## src/design/assert_macros.svh

```systemverilog
// Shared assertion macros; each use is clocked on i_clk and idle in reset.
`ifndef ASSERT_MACROS_SVH
`define ASSERT_MACROS_SVH

// Same-cycle implication.
`define ITP_ASSERT(name, ante, cons, msg) \
    name: assert property (@(posedge i_clk) disable iff (!i_rst_n) \
        (ante) |-> (cons)) else $error(msg);

// Next-cycle implication.
`define ITP_ASSERT_NEXT(name, ante, cons, msg) \
    name: assert property (@(posedge i_clk) disable iff (!i_rst_n) \
        (ante) |=> (cons)) else $error(msg);

`endif

```

## src/design/itp_pkg.sv

```systemverilog
package itp_pkg;

    localparam int CHAR_W = 8;

    typedef logic [CHAR_W-1:0] t_char;
    typedef logic [1:0]        t_prec;

    localparam t_char CH_PLUS   = 8'h2B;
    localparam t_char CH_MINUS  = 8'h2D;
    localparam t_char CH_STAR   = 8'h2A;
    localparam t_char CH_SLASH  = 8'h2F;
    localparam t_char CH_LPAREN = 8'h28;
    localparam t_char CH_RPAREN = 8'h29;

    // Letters and digits pass straight to the output
    function automatic logic itp_is_alnum(input t_char c);
        return ((c >= 8'h30) && (c <= 8'h39)) ||
               ((c >= 8'h41) && (c <= 8'h5A)) ||
               ((c >= 8'h61) && (c <= 8'h7A));
    endfunction

    function automatic t_prec itp_prec(input t_char c);
        t_prec p;
        p = 2'd0;
        if ((c == CH_PLUS) || (c == CH_MINUS)) begin
            p = 2'd1;
        end else if ((c == CH_STAR) || (c == CH_SLASH)) begin
            p = 2'd2;
        end
        return p;
    endfunction

    // Swap brackets for the reversed walk
    function automatic t_char itp_swap(input t_char c);
        t_char r;
        r = c;
        if (c == CH_LPAREN) begin
            r = CH_RPAREN;
        end else if (c == CH_RPAREN) begin
            r = CH_LPAREN;
        end
        return r;
    endfunction

endpackage

```

## src/design/itp_channels.sv

```systemverilog
interface itp_in_if;
    import itp_pkg::*;

    logic              valid;
    logic              ready;
    logic [CHAR_W-1:0] char_in;
    logic              end_of_expr;

    modport source (output valid, output char_in, output end_of_expr, input ready);
    modport sink   (input valid, input char_in, input end_of_expr, output ready);
endinterface

interface itp_out_if;
    import itp_pkg::*;

    logic              valid;
    logic              ready;
    logic [CHAR_W-1:0] char_out;
    logic              last_out;
    logic              overflow;

    modport source (output valid, output char_out, output last_out, output overflow,
                    input ready);
    modport sink   (input valid, input char_out, input last_out, input overflow,
                    output ready);
endinterface

```

## src/design/itp_ram.sv

```systemverilog
module itp_ram #(
    parameter int DEPTH = 64,
    parameter int WIDTH = 8
) (
    input  logic                     i_clk,
    input  logic                     i_we,
    input  logic [$clog2(DEPTH)-1:0] i_waddr,
    input  logic [WIDTH-1:0]         i_wdata,
    input  logic [$clog2(DEPTH)-1:0] i_raddr,
    output logic [WIDTH-1:0]         o_rdata
);

    logic [WIDTH-1:0] r_mem [DEPTH];
    logic [WIDTH-1:0] r_rdata;

    // Write one entry, read one entry with a registered result
    always_ff @(posedge i_clk) begin
        if (i_we) begin
            r_mem[i_waddr] <= i_wdata;
        end
        r_rdata <= r_mem[i_raddr];
    end

    assign o_rdata = r_rdata;

endmodule

```

## src/design/infix_to_prefix_converter.sv

```systemverilog
// Load: one input transaction per cycle; an item without the end mark finishes at once.
// Conversion after the end mark: fetch, decode and process per stored character; a pop-wait
// per popped or flushed stack entry or dropped matching bracket; read-modify-write of memories.
// Readout per prefix character: memory read, output register, handshake.
// Reset (synchronous, active low) clears counters, flags and handshake; memory
// contents stay undefined and are never used before being written.
`include "assert_macros.svh"

module infix_to_prefix_converter #(
    parameter int MAX_LEN = 64
) (
    input  logic     i_clk,
    input  logic     i_rst_n,
    itp_in_if.sink   i_in,
    itp_out_if.source o_out
);
    import itp_pkg::*;

    localparam int AW = $clog2(MAX_LEN);
    localparam int CW = $clog2(MAX_LEN + 1);
    localparam logic [CW-1:0] LEN_C = CW'(MAX_LEN);
    localparam logic [CW-1:0] ONE_C = CW'(1);
    localparam logic [CW-1:0] TWO_C = CW'(2);

    typedef enum logic [3:0] {
        S_LOAD,
        S_FETCH,
        S_DECODE,
        S_PROC,
        S_POPWAIT,
        S_FLUSH,
        S_OUT_FETCH,
        S_OUT_LOAD,
        S_OUT_HOLD
    } t_state;

    t_state        r_state, n_state;
    t_state        r_ret, n_ret;
    logic [CW-1:0] r_cnt, n_cnt;
    logic [CW-1:0] r_idx, n_idx;
    logic [CW-1:0] r_sp, n_sp;
    logic [CW-1:0] r_n, n_n;
    logic [CW-1:0] r_optr, n_optr;
    logic          r_ovf, n_ovf;
    t_char         r_cur, n_cur;
    t_char         r_tos, n_tos;
    t_char         r_out_char, n_out_char;
    logic          r_out_last, n_out_last;
    logic          r_out_valid, n_out_valid;

    logic          ib_we, st_we, ob_we;
    logic [AW-1:0] ib_waddr, st_waddr, ob_waddr;
    t_char         ib_wdata, st_wdata, ob_wdata;
    logic [AW-1:0] ib_raddr, st_raddr, ob_raddr;
    t_char         ib_rdata, st_rdata, ob_rdata;

    logic [CW-1:0] idx_m1, sp_m2, optr_m1;
    logic          in_acc, has_top, top_open, can_emit, can_push;

    // Memories: input characters, operator stack, prefix result
    itp_ram #(.DEPTH(MAX_LEN), .WIDTH(CHAR_W)) u_ibuf (
        .i_clk(i_clk), .i_we(ib_we), .i_waddr(ib_waddr), .i_wdata(ib_wdata),
        .i_raddr(ib_raddr), .o_rdata(ib_rdata)
    );
    itp_ram #(.DEPTH(MAX_LEN), .WIDTH(CHAR_W)) u_stack (
        .i_clk(i_clk), .i_we(st_we), .i_waddr(st_waddr), .i_wdata(st_wdata),
        .i_raddr(st_raddr), .o_rdata(st_rdata)
    );
    itp_ram #(.DEPTH(MAX_LEN), .WIDTH(CHAR_W)) u_obuf (
        .i_clk(i_clk), .i_we(ob_we), .i_waddr(ob_waddr), .i_wdata(ob_wdata),
        .i_raddr(ob_raddr), .o_rdata(ob_rdata)
    );

    // Fixed read addresses: next input character, entry under the top, next result
    assign idx_m1   = r_idx - ONE_C;
    assign sp_m2    = r_sp - TWO_C;
    assign optr_m1  = r_optr - ONE_C;
    assign ib_raddr = idx_m1[AW-1:0];
    assign st_raddr = sp_m2[AW-1:0];
    assign ob_raddr = optr_m1[AW-1:0];

    assign in_acc   = i_in.valid && i_in.ready;
    assign has_top  = (r_sp != '0);
    assign top_open = (r_tos == CH_LPAREN);
    assign can_emit = (r_n < LEN_C);
    assign can_push = (r_sp < LEN_C);

    assign i_in.ready     = (r_state == S_LOAD);
    assign o_out.valid    = r_out_valid;
    assign o_out.char_out = r_out_char;
    assign o_out.last_out = r_out_last;
    assign o_out.overflow = r_ovf;

    // Next-state and memory control
    always_comb begin
        n_state     = r_state;
        n_ret       = r_ret;
        n_cnt       = r_cnt;
        n_idx       = r_idx;
        n_sp        = r_sp;
        n_n         = r_n;
        n_optr      = r_optr;
        n_ovf       = r_ovf;
        n_cur       = r_cur;
        n_tos       = r_tos;
        n_out_char  = r_out_char;
        n_out_last  = r_out_last;
        n_out_valid = r_out_valid;
        ib_we       = 1'b0;
        ib_waddr    = r_cnt[AW-1:0];
        ib_wdata    = i_in.char_in;
        st_we       = 1'b0;
        st_waddr    = r_sp[AW-1:0];
        st_wdata    = r_cur;
        ob_we       = 1'b0;
        ob_waddr    = r_n[AW-1:0];
        ob_wdata    = r_tos;

        unique case (r_state)
            S_LOAD: begin
                if (in_acc) begin
                    // Store or drop the character
                    if (r_cnt < LEN_C) begin
                        ib_we = 1'b1;
                        n_cnt = r_cnt + ONE_C;
                    end else begin
                        n_ovf = 1'b1;
                    end
                    if (i_in.end_of_expr) begin
                        n_idx   = (r_cnt < LEN_C) ? r_cnt + ONE_C : r_cnt;
                        n_sp    = '0;
                        n_n     = '0;
                        n_state = S_FETCH;
                    end
                end
            end
            S_FETCH: begin
                n_state = S_DECODE;
            end
            S_DECODE: begin
                n_cur   = itp_swap(ib_rdata);
                n_state = S_PROC;
            end
            S_PROC: begin
                priority if (itp_is_alnum(r_cur)) begin
                    // Operand goes straight out
                    ob_wdata = r_cur;
                    ob_we    = can_emit;
                    n_n      = can_emit ? r_n + ONE_C : r_n;
                    n_idx    = idx_m1;
                    n_state  = (r_idx == ONE_C) ? S_FLUSH : S_FETCH;
                end else if (r_cur == CH_LPAREN) begin
                    st_we   = can_push;
                    n_sp    = can_push ? r_sp + ONE_C : r_sp;
                    n_tos   = can_push ? r_cur : r_tos;
                    n_idx   = idx_m1;
                    n_state = (r_idx == ONE_C) ? S_FLUSH : S_FETCH;
                end else if (r_cur == CH_RPAREN) begin
                    if (has_top && !top_open) begin
                        // Pop an operator to the output and retry
                        ob_we   = can_emit;
                        n_n     = can_emit ? r_n + ONE_C : r_n;
                        n_sp    = r_sp - ONE_C;
                        n_ret   = S_PROC;
                        n_state = S_POPWAIT;
                    end else if (has_top) begin
                        // Drop the matching bracket
                        n_sp    = r_sp - ONE_C;
                        n_idx   = idx_m1;
                        n_ret   = (r_idx == ONE_C) ? S_FLUSH : S_FETCH;
                        n_state = S_POPWAIT;
                    end else begin
                        // Unmatched bracket: drop it
                        n_idx   = idx_m1;
                        n_state = (r_idx == ONE_C) ? S_FLUSH : S_FETCH;
                    end
                end else begin
                    if (has_top && !top_open && (itp_prec(r_cur) < itp_prec(r_tos))) begin
                        ob_we   = can_emit;
                        n_n     = can_emit ? r_n + ONE_C : r_n;
                        n_sp    = r_sp - ONE_C;
                        n_ret   = S_PROC;
                        n_state = S_POPWAIT;
                    end else begin
                        st_we   = can_push;
                        n_sp    = can_push ? r_sp + ONE_C : r_sp;
                        n_tos   = can_push ? r_cur : r_tos;
                        n_idx   = idx_m1;
                        n_state = (r_idx == ONE_C) ? S_FLUSH : S_FETCH;
                    end
                end
            end
            S_POPWAIT: begin
                // Reload the cached top from the stack memory
                n_tos   = st_rdata;
                n_state = r_ret;
            end
            S_FLUSH: begin
                if (has_top) begin
                    ob_we   = can_emit && !top_open;
                    n_n     = (can_emit && !top_open) ? r_n + ONE_C : r_n;
                    n_sp    = r_sp - ONE_C;
                    n_ret   = S_FLUSH;
                    n_state = S_POPWAIT;
                end else if (r_n == '0) begin
                    n_cnt   = '0;
                    n_ovf   = 1'b0;
                    n_state = S_LOAD;
                end else begin
                    n_optr  = r_n;
                    n_state = S_OUT_FETCH;
                end
            end
            S_OUT_FETCH: begin
                n_state = S_OUT_LOAD;
            end
            S_OUT_LOAD: begin
                n_out_char  = ob_rdata;
                n_out_last  = (r_optr == ONE_C);
                n_out_valid = 1'b1;
                n_optr      = optr_m1;
                n_state     = S_OUT_HOLD;
            end
            S_OUT_HOLD: begin
                if (o_out.ready) begin
                    n_out_valid = 1'b0;
                    if (r_optr == '0) begin
                        n_cnt   = '0;
                        n_sp    = '0;
                        n_ovf   = 1'b0;
                        n_state = S_LOAD;
                    end else begin
                        n_state = S_OUT_FETCH;
                    end
                end
            end
            default: begin
                n_state = S_LOAD;
            end
        endcase
    end

    // State and registered outputs
    always_ff @(posedge i_clk) begin
        if (!i_rst_n) begin
            r_state     <= S_LOAD;
            r_ret       <= S_LOAD;
            r_cnt       <= '0;
            r_idx       <= '0;
            r_sp        <= '0;
            r_n         <= '0;
            r_optr      <= '0;
            r_ovf       <= 1'b0;
            r_out_valid <= 1'b0;
        end else begin
            r_state     <= n_state;
            r_ret       <= n_ret;
            r_cnt       <= n_cnt;
            r_idx       <= n_idx;
            r_sp        <= n_sp;
            r_n         <= n_n;
            r_optr      <= n_optr;
            r_ovf       <= n_ovf;
            r_out_valid <= n_out_valid;
        end
        r_cur      <= n_cur;
        r_tos      <= n_tos;
        r_out_char <= n_out_char;
        r_out_last <= n_out_last;
    end

    `ITP_ASSERT(a_no_load_while_out, i_in.ready, !o_out.valid, "input taken during readout")
    `ITP_ASSERT(a_emit_bounded, 1'b1, (r_n <= LEN_C) && (r_sp <= LEN_C), "counter past capacity")
    `ITP_ASSERT(a_last_is_final, o_out.valid && o_out.last_out, r_optr == '0, "last before end")
    `ITP_ASSERT_NEXT(a_back_to_load, o_out.valid && o_out.ready && o_out.last_out,
                     i_in.ready && (r_cnt == '0) && !r_ovf, "no return to load after last")

endmodule

```

## src/flat_wrapper.sv

```systemverilog
// flat-port wrapper written by rule: the top's interface ports become plain ports
module infix_to_prefix_converter_flat import itp_pkg::*;
#(
    parameter int MAX_LEN = 64
)
  (i_clk, i_rst_n, i_in_valid, i_in_char_in, i_in_end_of_expr, i_in_ready, o_out_valid, o_out_char_out, o_out_last_out, o_out_overflow, o_out_ready);
  itp_in_if i_in_i ();
  itp_out_if o_out_i ();
  input  logic i_clk;
  input  logic i_rst_n;
  input wire logic [$bits(i_in_i.valid)-1:0] i_in_valid;
  input wire logic [$bits(i_in_i.char_in)-1:0] i_in_char_in;
  input wire logic [$bits(i_in_i.end_of_expr)-1:0] i_in_end_of_expr;
  output wire logic [$bits(i_in_i.ready)-1:0] i_in_ready;
  output wire logic [$bits(o_out_i.valid)-1:0] o_out_valid;
  output wire logic [$bits(o_out_i.char_out)-1:0] o_out_char_out;
  output wire logic [$bits(o_out_i.last_out)-1:0] o_out_last_out;
  output wire logic [$bits(o_out_i.overflow)-1:0] o_out_overflow;
  input wire logic [$bits(o_out_i.ready)-1:0] o_out_ready;
  assign i_in_i.valid = i_in_valid;
  assign i_in_i.char_in = i_in_char_in;
  assign i_in_i.end_of_expr = i_in_end_of_expr;
  assign i_in_ready = i_in_i.ready;
  assign o_out_valid = o_out_i.valid;
  assign o_out_char_out = o_out_i.char_out;
  assign o_out_last_out = o_out_i.last_out;
  assign o_out_overflow = o_out_i.overflow;
  assign o_out_i.ready = o_out_ready;
  infix_to_prefix_converter #(.MAX_LEN(MAX_LEN)) u_core (.i_clk(i_clk), .i_rst_n(i_rst_n), .i_in(i_in_i), .o_out(o_out_i));
endmodule
```

## config.mk

```make
export PLATFORM = sky130hd
export DESIGN_NAME = infix_to_prefix_converter_flat
export DESIGN_NICKNAME = d
export VERILOG_FILES = /design/src/design/itp_pkg.sv /design/src/design/itp_channels.sv /design/src/design/itp_ram.sv /design/src/design/infix_to_prefix_converter.sv /design/src/flat_wrapper.sv
export VERILOG_INCLUDE_DIRS = /design/src /design/src/design
export SDC_FILE = /design/constraint.sdc
export NUM_CORES = 2
export LEC_CHECK = 0
export ABC_AREA = 0
export ABC_CLOCK_PERIOD_IN_PS = 7600
export BUFFER_PORTS_ARGS = -buffer_cell sky130_fd_sc_hd__buf_2
export CORE_MARGIN = 8
export CORE_UTILIZATION = 60
export DETAILED_ROUTE_END_ITERATION = 16
export PLACE_DENSITY = 0.76
export SLEW_MARGIN = 15
export SYNTH_ARGS = -nofsm -noshare
export SYNTH_HDL_FRONTEND = slang
export SYNTH_SLANG_ARGS = --single-unit
```

## constraint.sdc

```tcl
create_clock -name i_clk -period 7.6 [get_ports i_clk]
set_input_delay 0.38 -clock i_clk [delete_from_list [all_inputs] [get_ports i_clk]]
set_output_delay 0.38 -clock i_clk [all_outputs]
set_load 0.02 [all_outputs]
```

==> reports/qor.txt <==
Synth Flop Type -> edfxtp_1
GPL Wtd Cong -> 0.875
vias per cell -> 6.83
drt first-iter violations -> 4198
max-slew violation count -> 0
CTS max path bufs -> 3
Layout Skew -> 41.1 ps
commonest cells in the synthesized netlist -> edfxtp_1 (1561), mux4_2 (496), nor2_1 (245)
# resized after CTS -> 0
post-synth cell types -> 68
overflow left after global routing -> 0
Post-Synth Adder-Cell Area -> 0.293%
minimum clock period -> 4860 ps
Arr. time, crit path -> 5230 ps
Setup CP Type -> reg2reg
Clk pwr share -> 40.4%
final WL -> 143 mm
dominant cell type by area after synthesis -> edfxtp_1
Vias -> 31232
YS warnings -> 0
PD cells -> 270 nW/um^2
complex-gate fraction of the synthesized area -> 1.50%
top-level I/O count -> 25
most frequent cell after synthesis -> edfxtp_1
wire per inst -> 31.3 um
Flop pwr share -> 52.1%
setup TNS -> 0 ps
multiplexer share of the synthesized area -> 17.9%
largest cells by area after synthesis -> edfxtp_1 (73%), mux4_2 (17%), dfxtp_1 (2.1%), nor2_1 (1.4%), clkbuf_1 (0.65%)
worst slew pin tran -> 1210 ps
layout cells sized above 1 -> 26.1%
VDD IR max -> 0.230 mV
Internal -> 14.9 mW
sequential cell area fraction in the yosys report -> 75.4%
clock sinks -> 1629
Die ar. -> 117000 sq um
cell at the slowest stage of the critical path -> nor4_1
Static Leak -> 21.2 nW
Reg-to-Reg Start -> u_core.r_cur[5]
Net Sw Frac -> 21.9%
Fin. Hold Viols -> 0
Hold Path Class -> in2reg
critical path endpoint category -> flip-flop
Max Cap Viol -> 0
WP data required -> 7980 ps
pin count of the biggest net entering global routing -> 78
cell count after synthesis -> 2986
total power -> 19.1 mW
hold wc startpoint -> i_rst_n
syn nets -> 3014
switching power -> 4.17 mW
CP max FO -> 69
CTS tree -> done
dpl hpwl -> 82.9 mm
main combinational cell family by area after synthesis -> multiplexers
GRT Overall Usage -> 24.5%
Avg Cell Area, Syn -> 21.4 sq um
ys async rst share -> 0%
Post-Synth XOR/XNOR Area -> 0.356%
RSZ-0062 raised after global routing -> no
die height -> 342 um
first-pass GRT wire length -> 212 mm
CTS Buf Count -> 157
Max Clk Rate -> 0.206 GHz
post-synthesis simple-gate area fraction -> 3.31%
IO buf count -> 24
Post-synth EDFFs -> 1561
initial antenna violation count -> 5
CP startpoint kind -> flip-flop
Clock Latency Late Sink -> 770 ps
outcome -> completed
Initial Utilization -> 60.6%
Synth top area share -> 73.3%
CP Launch Point -> u_core.r_cur[5]
crit share post-route -> 63.9%
Synth Register Bits -> 1629
First-pass DRT Iterations -> 6
vias in the first global route -> 31295
clk root buf -> clkbuf_16
Worst path max stage delay -> 750 ps
final routed DRC violation total -> 0
site row count -> 119
die width -> 342 um
Reg clk slew, reported paths -> 60 ps
Setup Viol. Count Final -> 0
fin nets -> 3077
core area -> 106000 sq um
Synth-to-Final Area Change -> 10.5%
worst path cell trace -> buf_4 -> nor3b_4 -> and4_1 -> ha_1 -> nor3b_1 -> a41oi_2 -> o31ai_2 -> nor4_1 -> nand3_1 -> nor2_1
slew margin rel. -> 19.4%
Antenna Nets Post-Route -> 0
Synth Cell Area -> 63900 sq um
combinational share of power -> 7.5%
H-tree depth -> 4
[metrics by stage]
stage | setup WS [ps] | hold WS, ps | utilization, % | std cells | cell area (sq um)
4_1_cts | 2730 | 60.9 | 66.9 | 4568 | 70700
3_3_place_gp | 2930 | 395 | 62.1 | 4279 | 65500
2_1_floorplan | 1890 | 386 | - | 2986 | 63900
6_report | 2740 | 118 | 67.0 | 4570 | 70700
5_1_grt | 2400 | 108 | 67.0 | 4568 | 70700
3_5_place_dp | 2750 | 396 | 62.1 | 4279 | 65600
[critical path, delay by kind of cell (launching register included)]
family,cells,cell delay (ps)
and+or+nand+nor,6,2680
AOI/OAI and AO/OA,2,610
DFF,1,320
buffers and inverters,1,620
adders and majority gates,1,180
[cells in the final DEF, fill, tap and decap left out, types with 6 or more instances in the layout]
cell       synthesis  final
xor2_1             7      6
a211oi_1          18     17
o211ai_1           7      7
xnor2_1           19     13
buf_4              2     45
clkbuf_8           0      6
a21oi_1           47     47
nand3_1           30     30
nor2_1           245    245
a31oi_1           10     10
clkbuf_1         111     33
xnor2_2            0      6
mux4_2           496    496
buf_2             35     19
nor3_1            25     25
bufinv_16          0     13
ha_1              15     13
and2_1             7      6
mux2_2            13     13
clkinv_1           1     31
or3_1             19     19
mux2i_1           16     16
clkinv_2           0     27
dfxtp_1           68     64
clkbuf_16          0    161
inv_1             15     15
edfxtp_1        1561   1561
nor2b_1           17     17
o21ai_0           28     27
nand2_1           74     74
nand2b_1           6      6
nor3b_1            6      6
[logic make-up after synthesis]
logic type	after synthesis
xor+xnor	26
compound gates	145
flops	1629
simple gates	466
fa+ha+maj	15
buf+inv	180
mux	525
[path summary, 6_finish.rpt]
path | end | slack [ps] | depth (start not counted)
worst max register to register | u_core.u_stack.r_mem[63][3] | 2740 | 10
worst min register to register | u_core.o_out.char_out[5] | 410 | 0
worst min-delay path | u_core.r_sp[0] | 120 | 2
worst max-delay path | u_core.u_stack.r_mem[63][3] | 2740 | 10
[routing by layer]
metal	GRT usage (%)	share of wire, %	vias up
met2	39.0	49	1928
li1	-	-	12565
met1	35.5	39	16480
met5	0	0.019	-
met4	7.03	2.6	4
met3	4.47	9.2	255
[flip-flops by register name, indices dropped and copies added, names as in the netlist, 7 cells and up]
signal and cells:
u_core.r_idx 7, u_core.r_tos 8, u_core.r_n 7, u_core.u_obuf.r_mem 512, u_core.o_out.char_out 8, u_core.u_stack.o_rdata 8, u_core.u_ibuf.r_mem 512, u_core.r_optr 7
u_core.r_cur 8, u_core.u_ibuf.o_rdata 8, u_core.r_sp 7, u_core.u_obuf.o_rdata 8, u_core.r_cnt 7, u_core.u_stack.r_mem 512
[power groups by stage]
| stage | clock (mW) | sequential (mW) | combinational, mW |
|---|---|---|---|
| after global routing | 8.09 | 9.93 | 1.49 |
| after floorplan | 0 | 10.1 | 0.972 |
| after CTS | 7.77 | 9.93 | 1.43 |
| final | 7.70 | 9.93 | 1.43 |
| after global placement | 0 | 10.1 | 1.38 |
| after detailed placement | 0 | 10.1 | 1.42 |
[cell type report]
| cell class | instances | area (sq um) |
|---|---|---|
| Antenna cell | 2 | 5.00 |
| Clock buffer | 200 | 4240 |
| Clock inverter | 87 | 853 |
| Fill cell | 6221 | 34900 |
| Inverter | 17 | 63.8 |
| Multi-Input combinational cell | 1177 | 15100 |
| Sequential cell | 1629 | 48300 |
| Tap cell | 1391 | 1740 |
| Timing Repair Buffer | 67 | 464 |
[repair_timing]
action	CTS	global route
setup buffers	0	0
hold buffers	2	0
hold endpoints to repair	14	0
Note: power is estimated with default switching activity, not from simulation.
